**config.mk**
```make
export PLATFORM = sky130hd
export DESIGN_NAME = at_response_frame_parser_top_flat
export DESIGN_NICKNAME = d
export VERILOG_FILES = /design/src/arfp_pkg.sv /design/src/arfp_in_if.sv /design/src/arfp_out_if.sv /design/src/arfp_step.sv /design/src/at_response_frame_parser_top.sv /design/src/flat_wrapper.sv
export SDC_FILE = /design/constraint.sdc
export NUM_CORES = 1
export LEC_CHECK = 0
export BUFFER_PORTS_ARGS = -buffer_cell sky130_fd_sc_hd__buf_4
export CAP_MARGIN = 20
export CELL_PAD_IN_SITES_DETAIL_PLACEMENT = 2
export CELL_PAD_IN_SITES_GLOBAL_PLACEMENT = 2
export CORE_ASPECT_RATIO = 0.8
export CORE_MARGIN = 2
export CORE_UTILIZATION = 38
export DETAILED_ROUTE_END_ITERATION = 12
export HOLD_SLACK_MARGIN = 0.03
export PLACE_DENSITY_LB_ADDON = 0.1
export SLEW_MARGIN = 30
export SYNTH_ARGS = -nofsm -noshare
export SYNTH_HDL_FRONTEND = slang
export SYNTH_HIERARCHICAL = 1
export SYNTH_SLANG_ARGS = --single-unit
```
**constraint.sdc**
```tcl
create_clock -name clk -period 2.9 [get_ports clk]
set_input_delay 0.29 -clock clk [delete_from_list [all_inputs] [get_ports clk]]
set_output_delay 0.29 -clock clk [all_outputs]
set_load 0.01 [all_outputs]
```
**src/arfp_pkg.sv**
```systemverilog
`timescale 1ns / 1ps
// Shared types, character codes and header tables for the modem response frame parser.
package arfp_pkg;

  typedef enum logic [1:0] {
    OP_BYTE        = 2'd0,
    OP_ACK_PAYLOAD = 2'd1,
    OP_ACK_ERROR   = 2'd2,
    OP_NOP         = 2'd3
  } op_t;

  typedef enum logic [3:0] {
    ST_H0         = 4'd0,
    ST_H1         = 4'd1,
    ST_H2         = 4'd2,
    ST_H3         = 4'd3,
    ST_H4         = 4'd4,
    ST_H5         = 4'd5,
    ST_H6         = 4'd6,
    ST_H7         = 4'd7,
    ST_H8         = 4'd8,
    ST_PAYLOAD    = 4'd9,
    ST_UNUSED     = 4'd10,
    ST_ERROR      = 4'd11,
    ST_LINK_T     = 4'd12,
    ST_LINK_E     = 4'd13,
    ST_LINK_COLON = 4'd14,
    ST_LINK_DIGIT = 4'd15
  } parse_state_t;

  typedef enum logic [1:0] {
    EV_NONE    = 2'd0,
    EV_OFFLINE = 2'd1,
    EV_ONLINE  = 2'd2,
    EV_RSVD    = 2'd3
  } link_event_t;

  localparam logic [7:0] CH_LF      = 8'h0A;
  localparam logic [7:0] CH_SPACE   = 8'h20;
  localparam logic [7:0] CH_DQUOTE  = 8'h22;
  localparam logic [7:0] CH_ZERO    = 8'h30;
  localparam logic [7:0] CH_ONE     = 8'h31;
  localparam logic [7:0] CH_COLON   = 8'h3A;
  localparam logic [7:0] CH_A_UP    = 8'h41;
  localparam logic [7:0] CH_C_UP    = 8'h43;
  localparam logic [7:0] CH_E_UP    = 8'h45;
  localparam logic [7:0] CH_M_UP    = 8'h4D;
  localparam logic [7:0] CH_O_UP    = 8'h4F;
  localparam logic [7:0] CH_Q_UP    = 8'h51;
  localparam logic [7:0] CH_R_UP    = 8'h52;
  localparam logic [7:0] CH_S_UP    = 8'h53;
  localparam logic [7:0] CH_T_UP    = 8'h54;
  localparam logic [7:0] CH_A_LO    = 8'h61;
  localparam logic [7:0] CH_M_LO    = 8'h6D;
  localparam logic [7:0] CH_P_LO    = 8'h70;
  localparam logic [7:0] CH_R_LO    = 8'h72;
  localparam logic [7:0] CH_S_LO    = 8'h73;
  localparam logic [7:0] CH_LBRACE  = 8'h7B;
  localparam logic [7:0] CH_RBRACE  = 8'h7D;

  typedef struct packed {
    parse_state_t st;
    logic         payload_done;
    logic         error_done;
    logic         online;
    logic [6:0]   last_length;
    logic [7:0]   login_tally;
  } ctrl_t;

  typedef struct packed {
    logic        write_enable;
    logic [5:0]  write_index;
    logic [7:0]  write_byte;
    logic        frame_ready;
    logic        error_ready;
    logic [6:0]  frame_length;
    logic        link_online;
    link_event_t link_event;
    logic        capture_overflow;
  } result_t;

  // Loose header match: each header position accepts any of three characters.
  function automatic logic hdr_match(input parse_state_t s, input logic [7:0] b);
    logic m;
    begin
      case (s)
        ST_H0:   m = (b == CH_P_LO) || (b == CH_C_UP) || (b == CH_T_UP);
        ST_H1:   m = (b == CH_A_LO) || (b == CH_M_UP) || (b == CH_C_UP);
        ST_H2:   m = (b == CH_R_LO) || (b == CH_E_UP) || (b == CH_M_UP);
        ST_H3:   m = (b == CH_A_LO) || (b == CH_SPACE) || (b == CH_Q_UP);
        ST_H4:   m = (b == CH_M_LO) || (b == CH_E_UP) || (b == CH_T_UP);
        ST_H5:   m = (b == CH_S_LO) || (b == CH_R_UP) || (b == CH_T_UP);
        ST_H6:   m = (b == CH_DQUOTE) || (b == CH_R_UP) || (b == CH_S_UP);
        ST_H7:   m = (b == CH_COLON) || (b == CH_O_UP) || (b == CH_T_UP);
        default: m = 1'b0;
      endcase
      return m;
    end
  endfunction

endpackage

```
**src/arfp_in_if.sv**
```systemverilog
`timescale 1ns / 1ps
// Request channel carrying one parser operation and its received byte.
interface arfp_in_if;
  import arfp_pkg::*;
  logic       valid;
  logic       ready;
  op_t        op;
  logic [7:0] rx_byte;

  modport source (output valid, output op, output rx_byte, input ready);
  modport sink (input valid, input op, input rx_byte, output ready);
endinterface

```
**src/arfp_out_if.sv**
```systemverilog
`timescale 1ns / 1ps
// Result channel carrying the capture write and parser status for one request.
interface arfp_out_if;
  import arfp_pkg::*;
  logic        valid;
  logic        ready;
  logic        write_enable;
  logic [5:0]  write_index;
  logic [7:0]  write_byte;
  logic        frame_ready;
  logic        error_ready;
  logic [6:0]  frame_length;
  logic        link_online;
  link_event_t link_event;
  logic        capture_overflow;

  modport source (
    output valid, output write_enable, output write_index, output write_byte,
    output frame_ready, output error_ready, output frame_length,
    output link_online, output link_event, output capture_overflow,
    input ready
  );
  modport sink (
    input valid, input write_enable, input write_index, input write_byte,
    input frame_ready, input error_ready, input frame_length,
    input link_online, input link_event, input capture_overflow,
    output ready
  );
endinterface

```
**src/arfp_step.sv**
```systemverilog
`timescale 1ns / 1ps
// Combinational next-state and result logic for one parser request.
module arfp_step
  import arfp_pkg::*;
#(
  parameter int BUFFER_DEPTH    = 64,
  parameter int ERROR_MAX_BYTES = 5,
  parameter int CW              = $clog2(BUFFER_DEPTH + 1)
) (
  input  op_t           op,
  input  logic [7:0]    rx_byte,
  input  ctrl_t         cur,
  input  logic [CW-1:0] cnt,
  output ctrl_t         nxt,
  output logic [CW-1:0] cnt_next,
  output result_t       res
);

  logic [CW-1:0] cnt_inc;
  logic          full;
  logic          err_done_now;

  assign cnt_inc = cnt + CW'(1);
  assign full    = (cnt >= CW'(BUFFER_DEPTH));

  always_comb begin
    nxt          = cur;
    cnt_next     = cnt;
    err_done_now = 1'b0;
    res          = '0;
    res.link_event = EV_NONE;

    case (op)
      OP_ACK_PAYLOAD: begin
        nxt.payload_done = 1'b0;
      end
      OP_ACK_ERROR: begin
        nxt.error_done = 1'b0;
      end
      OP_BYTE: begin
        case (cur.st)
          ST_H0, ST_H1, ST_H2, ST_H3, ST_H4, ST_H5, ST_H6, ST_H7: begin
            if (hdr_match(cur.st, rx_byte)) begin
              nxt.st = parse_state_t'(4'(cur.st) + 4'd1);
            end else if (cur.st == ST_H6 && rx_byte == CH_COLON) begin
              nxt.st = ST_H8;
            end else begin
              nxt.st   = ST_H0;
              cnt_next = '0;
            end
          end
          ST_H8: begin
            if (rx_byte == CH_LBRACE) begin
              nxt.st = ST_PAYLOAD;
            end else if (rx_byte == CH_R_UP) begin
              nxt.st = ST_ERROR;
            end else if (rx_byte == CH_A_UP) begin
              nxt.st = ST_LINK_T;
            end else begin
              nxt.st   = ST_H0;
              cnt_next = '0;
            end
          end
          ST_PAYLOAD: begin
            if (cur.payload_done) begin
              // The previous frame was never acknowledged, so this one is dropped.
              nxt.payload_done = 1'b0;
              nxt.last_length  = '0;
              nxt.st           = ST_H0;
              cnt_next         = '0;
            end else begin
              if (!full) begin
                res.write_enable = 1'b1;
                res.write_index  = 6'(cnt);
                res.write_byte   = rx_byte;
                cnt_next         = cnt_inc;
              end else begin
                res.capture_overflow = 1'b1;
              end
              if (rx_byte == CH_RBRACE || rx_byte == CH_LF) begin
                nxt.payload_done = 1'b1;
                nxt.last_length  = 7'(cnt_next);
                nxt.st           = ST_H0;
                cnt_next         = '0;
              end
            end
          end
          ST_ERROR: begin
            if (cur.error_done) begin
              nxt.error_done  = 1'b0;
              nxt.last_length = '0;
              nxt.st          = ST_H0;
              cnt_next        = '0;
            end else begin
              if (!full) begin
                res.write_enable = 1'b1;
                res.write_index  = 6'(cnt);
                res.write_byte   = rx_byte;
                cnt_next         = cnt_inc;
              end
              err_done_now = (9'(cnt_next) >= 9'(ERROR_MAX_BYTES)) ||
                             (cnt_next >= CW'(BUFFER_DEPTH)) || (rx_byte == CH_LF);
              if (err_done_now) begin
                nxt.error_done  = 1'b1;
                nxt.last_length = 7'(cnt_next);
                nxt.st          = ST_H0;
                cnt_next        = '0;
              end
            end
          end
          ST_LINK_T: begin
            if (rx_byte == CH_T_UP) begin
              nxt.st = ST_LINK_E;
            end else begin
              nxt.st   = ST_H0;
              cnt_next = '0;
            end
          end
          ST_LINK_E: begin
            if (rx_byte == CH_E_UP) begin
              nxt.st = ST_LINK_COLON;
            end else begin
              nxt.st   = ST_H0;
              cnt_next = '0;
            end
          end
          ST_LINK_COLON: begin
            if (rx_byte == CH_COLON) begin
              nxt.st = ST_LINK_DIGIT;
            end else begin
              nxt.st   = ST_H0;
              cnt_next = '0;
            end
          end
          ST_LINK_DIGIT: begin
            if (rx_byte == CH_ZERO) begin
              nxt.online     = 1'b0;
              res.link_event = EV_OFFLINE;
            end else if (rx_byte == CH_ONE) begin
              nxt.online      = 1'b1;
              nxt.login_tally = cur.login_tally + 8'd1;
              res.link_event  = EV_ONLINE;
            end
            nxt.st   = ST_H0;
            cnt_next = '0;
          end
          default: begin
            nxt.st   = ST_H0;
            cnt_next = '0;
          end
        endcase
      end
      default: begin
      end
    endcase

    res.frame_ready  = nxt.payload_done;
    res.error_ready  = nxt.error_done;
    res.frame_length = nxt.last_length;
    res.link_online  = nxt.online;
  end

endmodule

```
**src/at_response_frame_parser_top.sv**
```systemverilog
`timescale 1ns / 1ps
// Top level of the modem response frame parser with input and result registers.
//
// Usage: each request on rx carries an op (received byte, acknowledge payload
// frame, acknowledge error frame, or no operation) and a byte. Every request
// produces exactly one result on res, in order. The result holds the capture
// buffer write for that byte (enable, index, value), the payload and error
// ready flags, the last frame length, the link status and link event, and
// the overflow flag. The caller writes the captured bytes into its own buffer.
// A request passes through the input register and then through the parser
// logic into the result register. Throughput is one request per cycle while
// res is not stalled, since the parser state register is read and written by
// the same request step.
// When res is stalled the result register holds, the input register fills,
// and rx.ready drops only once both are occupied.
// Synchronous reset clears the parser state, the flags, the link status, the
// login count and both valid bits.
module at_response_frame_parser_top
  import arfp_pkg::*;
#(
  parameter int BUFFER_DEPTH    = 64,
  parameter int ERROR_MAX_BYTES = 5
) (
  input logic       clk,
  input logic       rst,
  arfp_in_if.sink   rx,
  arfp_out_if.source res
);

  localparam int CW = $clog2(BUFFER_DEPTH + 1);

  logic          s1_valid;
  op_t           s1_op;
  logic [7:0]    s1_byte;
  logic          fire;

  ctrl_t         ctrl;
  ctrl_t         ctrl_next;
  logic [CW-1:0] byte_count;
  logic [CW-1:0] byte_count_next;

  result_t       step_res;
  result_t       out_res;
  logic          out_valid;

  assign fire     = s1_valid && (!out_valid || res.ready);
  assign rx.ready = !s1_valid || fire;

  arfp_step #(
    .BUFFER_DEPTH    (BUFFER_DEPTH),
    .ERROR_MAX_BYTES (ERROR_MAX_BYTES),
    .CW              (CW)
  ) u_step (
    .op       (s1_op),
    .rx_byte  (s1_byte),
    .cur      (ctrl),
    .cnt      (byte_count),
    .nxt      (ctrl_next),
    .cnt_next (byte_count_next),
    .res      (step_res)
  );

  always_ff @(posedge clk) begin
    if (rst) begin
      s1_valid <= 1'b0;
    end else if (rx.valid && rx.ready) begin
      s1_valid <= 1'b1;
    end else if (fire) begin
      s1_valid <= 1'b0;
    end
  end

  always_ff @(posedge clk) begin
    if (rx.valid && rx.ready) begin
      s1_op   <= rx.op;
      s1_byte <= rx.rx_byte;
    end
  end

  always_ff @(posedge clk) begin
    if (rst) begin
      ctrl       <= '0;
      byte_count <= '0;
    end else if (fire) begin
      ctrl       <= ctrl_next;
      byte_count <= byte_count_next;
    end
  end

  always_ff @(posedge clk) begin
    if (rst) begin
      out_valid <= 1'b0;
    end else if (fire) begin
      out_valid <= 1'b1;
    end else if (res.ready) begin
      out_valid <= 1'b0;
    end
  end

  always_ff @(posedge clk) begin
    if (fire) begin
      out_res <= step_res;
    end
  end

  assign res.valid            = out_valid;
  assign res.write_enable     = out_res.write_enable;
  assign res.write_index      = out_res.write_index;
  assign res.write_byte       = out_res.write_byte;
  assign res.frame_ready      = out_res.frame_ready;
  assign res.error_ready      = out_res.error_ready;
  assign res.frame_length     = out_res.frame_length;
  assign res.link_online      = out_res.link_online;
  assign res.link_event       = out_res.link_event;
  assign res.capture_overflow = out_res.capture_overflow;

  a_count_bound: assert property (@(posedge clk) disable iff (rst)
    byte_count <= CW'(BUFFER_DEPTH))
    else $error("capture count exceeds buffer depth");

  a_write_or_overflow: assert property (@(posedge clk) disable iff (rst)
    out_valid |-> !(out_res.write_enable && out_res.capture_overflow))
    else $error("byte both stored and reported as overflow");

  a_ack_clears: assert property (@(posedge clk) disable iff (rst)
    (fire && s1_op == OP_ACK_PAYLOAD) |=> (!ctrl.payload_done && !out_res.frame_ready))
    else $error("payload acknowledge did not clear the ready flag");

  a_online_event: assert property (@(posedge clk) disable iff (rst)
    (fire && step_res.link_event == EV_ONLINE) |=> (ctrl.online && ctrl.st == ST_H0))
    else $error("online event without link status update");

endmodule

```
**src/flat_wrapper.sv**
```systemverilog
// flat-port wrapper written by rule: the top's interface ports become plain ports
module at_response_frame_parser_top_flat import arfp_pkg::*;
#(
  parameter int BUFFER_DEPTH    = 64,
  parameter int ERROR_MAX_BYTES = 5
)
  (clk, rst, rx_valid, rx_op, rx_rx_byte, rx_ready, res_valid, res_write_enable, res_write_index, res_write_byte, res_frame_ready, res_error_ready, res_frame_length, res_link_online, res_link_event, res_capture_overflow, res_ready);
  arfp_in_if rx_i ();
  arfp_out_if res_i ();
  input logic clk;
  input logic rst;
  input wire logic [$bits(rx_i.valid)-1:0] rx_valid;
  input wire logic [$bits(rx_i.op)-1:0] rx_op;
  input wire logic [$bits(rx_i.rx_byte)-1:0] rx_rx_byte;
  output wire logic [$bits(rx_i.ready)-1:0] rx_ready;
  output wire logic [$bits(res_i.valid)-1:0] res_valid;
  output wire logic [$bits(res_i.write_enable)-1:0] res_write_enable;
  output wire logic [$bits(res_i.write_index)-1:0] res_write_index;
  output wire logic [$bits(res_i.write_byte)-1:0] res_write_byte;
  output wire logic [$bits(res_i.frame_ready)-1:0] res_frame_ready;
  output wire logic [$bits(res_i.error_ready)-1:0] res_error_ready;
  output wire logic [$bits(res_i.frame_length)-1:0] res_frame_length;
  output wire logic [$bits(res_i.link_online)-1:0] res_link_online;
  output wire logic [$bits(res_i.link_event)-1:0] res_link_event;
  output wire logic [$bits(res_i.capture_overflow)-1:0] res_capture_overflow;
  input wire logic [$bits(res_i.ready)-1:0] res_ready;
  assign rx_i.valid = rx_valid;
  assign rx_i.op = rx_op;
  assign rx_i.rx_byte = rx_rx_byte;
  assign rx_ready = rx_i.ready;
  assign res_valid = res_i.valid;
  assign res_write_enable = res_i.write_enable;
  assign res_write_index = res_i.write_index;
  assign res_write_byte = res_i.write_byte;
  assign res_frame_ready = res_i.frame_ready;
  assign res_error_ready = res_i.error_ready;
  assign res_frame_length = res_i.frame_length;
  assign res_link_online = res_i.link_online;
  assign res_link_event = res_i.link_event;
  assign res_capture_overflow = res_i.capture_overflow;
  assign res_i.ready = res_ready;
  at_response_frame_parser_top #(.BUFFER_DEPTH(BUFFER_DEPTH), .ERROR_MAX_BYTES(ERROR_MAX_BYTES)) u_core (.clk(clk), .rst(rst), .rx(rx_i), .res(res_i));
endmodule
```
==> reports/metrics.cfg, run 1 <==
[timing]
drv_slew=0
worst-slew-pin-transition_ps=734
relSlewSlack=0.509
finalSetupViolCount=0
final.setup.tns_ps=0
hold_violations=0
period_minus_slack_ps=2750
fin_crit_sh=0.949
finalClockSkew_ps=5.01
clock.fmax_mhz=363

[placement]
io_buffer_count=43
dp.cells=550
globalplace.congestion=0.839
dp_hpwl_mm=7.93

[worst_setup_path]
crit_chain=inv_1 > ha_1 > nor4bb_1 > and4_1 > nor3_2 > a311oi_2 > nor4b_4 > o21ai_4 > a22o_1 > nand2b_1 > mux2i_1
crit_family=simple AND/OR/NAND/NOR gates
worstPathArrival_ps=2970
reg2reg_depth=11
critPathCaptureType=flop
crit_buf_inv=1
rr_startpoint=u_core/ctrl[19]
path_max_fanout=9
required_ps=3110
cp-start-kind=flop
critPathMaxStageDelay_ps=450
crit_type=reg2reg
slowest_stage=dfxtp_1
reg2reg_to=u_core/byte_count[0]
r2r_setup_slack_ps=150

[drt]
num_vias=3148
drt-pass1-iter-count=4
ant_nets=0
wl_mm=11.2
via_per_inst=5.47
drt_iter0_markers=150
wl_per_cell_microns=19.5
drcViolationCount=0

[die]
dieArea_sq_um=11000
rows=32
core_sq_um=9770
start_util=0.395
die_h_microns=94.2
ios=44
die_w_microns=117

[clocking]
clk_pin_slew_ps=50
cts_tree=yes
ctsLongestPathBuffers=2
cts_buffers=9
clock-root-buffer=clkbuf_16
ctsHtreeMaxLevel=3
insertion_delay_ps=330
clock_sinks=61
cts_hold_buffers=0

[global_routing]
grt_pass1_wl_mm=17.8
grt_max_degree=45
grt_pass1_vias=3245
grt-ovfl-total=0
antenna_found_initial=0
grtUsageTotal=0.216

[status]
outcome=finished, final reports clean

[min_path]
min-delay-start=rx_op[0]
min_path_cells=1
hold_class=in2reg
hold_path_end=u_core/s1_op[0]

[yosys]
syn_inst=397
netlist_area_sq_um=3860
synth.avg_cell_area_sq_um=9.73
synth.net_count=418
ys_warn_count=6

[job]
drv_cap=0

[power_and_ir_drop]
p_leak_nw=1.63
ir_drop_uv=347
power_density_nw_per_um2=457

[cells_and_area]
final_cell_mix=buf_4 (63), nand2b_1 (51), edfxtp_1 (38), o21ai_0 (24)
antenna_cells=0
nets=455
final_cells=575
fillers=1061
syn_to_final_growth_pct=18.1
layout_commonest_cell=buf_4
drive_gt1_frac=0.214
multiInputGateArea_sq_um=1990
seq_area_sq_um=1600

metal layers:
metal | global-route usage | wire length (microns) | vias to the layer above
met1 | 0.315 | 5650 | 1582
met2 | 0.325 | 5040 | 62
li1 | - | - | 1492
met5 | 0 | 0 | -
met4 | 0.0618 | 140 | 0
met3 | 0.0413 | 389 | 12
repair_timing:
| item | 4_1_cts | 5_1_grt |
|---|---|---|
| hold endpoints to repair | 0 | 0 |
| gates resized for setup | 0 | 5 |
| buffers inserted | 0 | 9 |
| setup endpoints to repair | 0 | 12 |
power by group:
| group | total [mW] | internal [mW] | switching (mW) |
|---|---|---|---|
| logic | 0.171 | 0.0844 | 0.0868 |
| clock network | 0.936 | 0.569 | 0.367 |
| registers | 0.978 | 0.952 | 0.0259 |
| total | 2.09 | 1.61 | 0.480 |
worst register-to-register path: stages (launching register included):
cell	delay, ps
dfxtp_1	450
inv_1	120
ha_1	340
nor4bb_1	200
and4_1	220
nor3_2	220
a311oi_2	190
nor4b_4	380
o21ai_4	130
a22o_1	270
nand2b_1	70
mux2i_1	60
sequential cells by signal (all words and copies together) (netlist names):
name	flops
u_core/res.write_enable	1
u_core/res.link_online	1
u_core/res.capture_overflow	1
u_core/s1_byte	8
u_core/s1_op	2
u_core/res.frame_ready	1
u_core/res.write_index	6
u_core/res.frame_length	7
u_core/res.error_ready	1
u_core/res.write_byte	8
u_core/byte_count	7
u_core/s1_valid	1
u_core/ctrl	14
u_core/res.valid	1
u_core/res.link_event	2
layout make-up:
type                    count  area share
flip-flops and latches     61       0.351
inverters                   8     0.00658
clock buffers              12      0.0518
multi-input cells         289       0.437
repair buffers             65       0.112
clock inverters             4     0.00384
well taps                 136      0.0373
how the worst max path moves through the flow:
| stage | start | to | depth (start not counted) |
|---|---|---|---|
| final | u_core/ctrl[19] | u_core/byte_count[0] | 11 |
| after CTS | u_core/ctrl[18] | u_core/byte_count[0] | 11 |
| after global placement | u_core/ctrl[18] | u_core/byte_count[6] | 10 |
| after detailed placement | u_core/ctrl[18] | u_core/byte_count[0] | 11 |
| after global routing | u_core/ctrl[19] | u_core/byte_count[6] | 11 |
| after floorplan | u_core/ctrl[19] | u_core/byte_count[0] | 12 |
stage by stage:
stage	cell area [sq um]	setup WS (ps)	util	power [mW]	hold WS [ps]
global placement	4200	230	0.430	1.15	459
detailed placement	4200	149	0.430	1.15	467
floorplan	3860	463	-	1.09	389
finish	4560	147	0.467	2.09	133
CTS	4460	149	0.456	2.09	123
global route	4560	-15.1	0.467	2.16	123
No activity file was read; power rests on OpenSTA's default activity.
==> run 2, diff against run 1 <==
--- a/config.mk
+++ b/config.mk
@@ -5,14 +5,14 @@
 export SDC_FILE = /design/constraint.sdc
 export NUM_CORES = 1
 export LEC_CHECK = 0
-export BUFFER_PORTS_ARGS = -buffer_cell sky130_fd_sc_hd__buf_4
 export CAP_MARGIN = 20
 export CELL_PAD_IN_SITES_DETAIL_PLACEMENT = 2
 export CELL_PAD_IN_SITES_GLOBAL_PLACEMENT = 2
 export CORE_ASPECT_RATIO = 0.8
 export CORE_MARGIN = 2
-export CORE_UTILIZATION = 38
+export CORE_UTILIZATION = 41
 export DETAILED_ROUTE_END_ITERATION = 12
+export DONT_BUFFER_PORTS = 1
 export HOLD_SLACK_MARGIN = 0.03
 export PLACE_DENSITY_LB_ADDON = 0.1
 export SLEW_MARGIN = 30
==> reports/metrics.cfg, run 2 (synthesis gave the netlist of run 1 again) <==
[status]
outcome=finished, final reports clean

[die]
ios=44
rows=31
start_util=0.424
dieArea_sq_um=10200
die_w_microns=113
die_h_microns=90.8
core_sq_um=9110

[timing]
clock.fmax_mhz=364
worst_hold_slack_ps=55.7
relSlewSlack=0.428
drv_slew=0
fin_crit_sh=0.946
period_minus_slack_ps=2740
worst-slew-pin-transition_ps=859
hold_violations=0
finalSetupViolCount=0
grt_setup_unrepaired=false
finalClockSkew_ps=4.80
final.setup.tns_ps=0

[clocking]
cts_tree=yes
ctsLongestPathBuffers=2
ctsHtreeMaxLevel=3
insertion_delay_ps=330
clock-root-buffer=clkbuf_16
clk_pin_slew_ps=50
clock_sinks=61
cts_buffers=9

[cells_and_area]
nets=408
layout_commonest_cell=nand2b_1
largest_reg_flops=14
syn_to_final_growth_pct=8.49
final_cell_mix=nand2b_1 (51), edfxtp_1 (38), o21ai_0 (24)
antenna_cells=0
top_register=u_core/ctrl
drive_gt1_frac=0.117

[worst_setup_path]
critPathCaptureType=flop
worstPathArrival_ps=2980
cp-start-kind=flop
crit_type=reg2reg
required_ps=3140
path_max_fanout=15

[power_and_ir_drop]
power.total_mw=2.13
power_density_nw_per_um2=510
p_clk_frac=0.487
pwr-share-seq=0.466
sw_frac_of_total=0.214
power_frac_comb=0.046
intPower_mw=1.68
p_sw_uw=457
ir_drop_uv=479
p_leak_nw=1.41

[placement]
dp_hpwl_mm=7.80
globalplace.congestion=0.820
io_buffer_count=0

[drt]
via_per_inst=5.75
ant_nets=0
num_vias=2914
drcViolationCount=0
wl_per_cell_microns=21.3
drt-pass1-iter-count=4
wl_mm=10.8
drt_iter0_markers=141

[global_routing]
grtUsageTotal=0.219
antenna_found_initial=0
grt_pass1_vias=3071
grt_max_degree=44
grt-ovfl-total=0
grt_pass1_wl_mm=17.3

[job]
drv_cap=0

[min_path]
hold_class=in2reg

[run 2: critical path, cell delays in order (launching register included)]
cell and delay (ps):
edfxtp_1 670, or4b_4 530, a2111oi_2 390, a41o_1 160, a211oi_2 80, nor4b_4 180, o21ai_4 250, a21o_1 160
nand2b_1 50, mux2i_1 180
[run 2: timing repair]
action,4_1_cts,5_1_grt
endpoints found under the setup margin,8,10
gates cloned,0,0
hold buffers,1,0
endpoints found under the hold margin,2,0
buffers inserted,0,4
resized for setup,1,3
[run 2: final timing paths]
check | slack, ps | to | from | cells after the start
worst max-delay path | 160 | u_core/byte_count[3] | u_core/s1_byte[5] | 9
worst min-delay path | 60 | u_core/s1_byte[7] | rx_rx_byte[7] | 0
worst max register to register | 160 | u_core/byte_count[3] | u_core/s1_byte[5] | 9
worst min register to register | 480 | u_core/ctrl[8] | u_core/ctrl[8] | 2
[run 2: cell type report]
| class | count | area, sq um |
|---|---|---|
| Fill cell | 958 | 4930 |
| Tap cell | 115 | 144 |
| Clock inverter | 5 | 50.0 |
| Multi-Input combinational cell | 289 | 1980 |
| Clock buffer | 11 | 243 |
| Timing Repair Buffer | 18 | 138 |
| Sequential cell | 61 | 1600 |
| Inverter | 8 | 30.0 |
[run 2: power groups by stage]
stage          registers [mW]  logic [mW]  clock network (mW)
2_1_floorplan           0.992      0.0968                   0
3_3_place_gp             1.01      0.0844                   0
3_5_place_dp             1.02      0.0866                   0
4_1_cts                  1.00      0.0890                1.07
5_1_grt                 0.999       0.107                1.10
6_report                0.996      0.0992                1.04
[run 2: per-stage QoR]
stage                     setup slack (ps)  instances  area [sq um]  utilization
after global routing                  23.1        507          4190        0.460
after floorplan                        463        397          3860            -
after CTS                             91.8        503          4150        0.455
final                                  156        507          4190        0.460
after detailed placement              -105        486          3840        0.422
after global placement                4.05        486          3840        0.422
[run 2: routing by layer]
| layer | GRT usage | vias to the layer above | wire length [microns] | part of all wire |
|---|---|---|---|---|
| met5 | 0 | - | 0 | 0 |
| met4 | 0.0569 | 0 | 123 | 0.011 |
| met3 | 0.0510 | 11 | 361 | 0.033 |
| met2 | 0.337 | 67 | 4810 | 0.45 |
| met1 | 0.309 | 1443 | 5500 | 0.51 |
| li1 | - | 1393 | - | - |
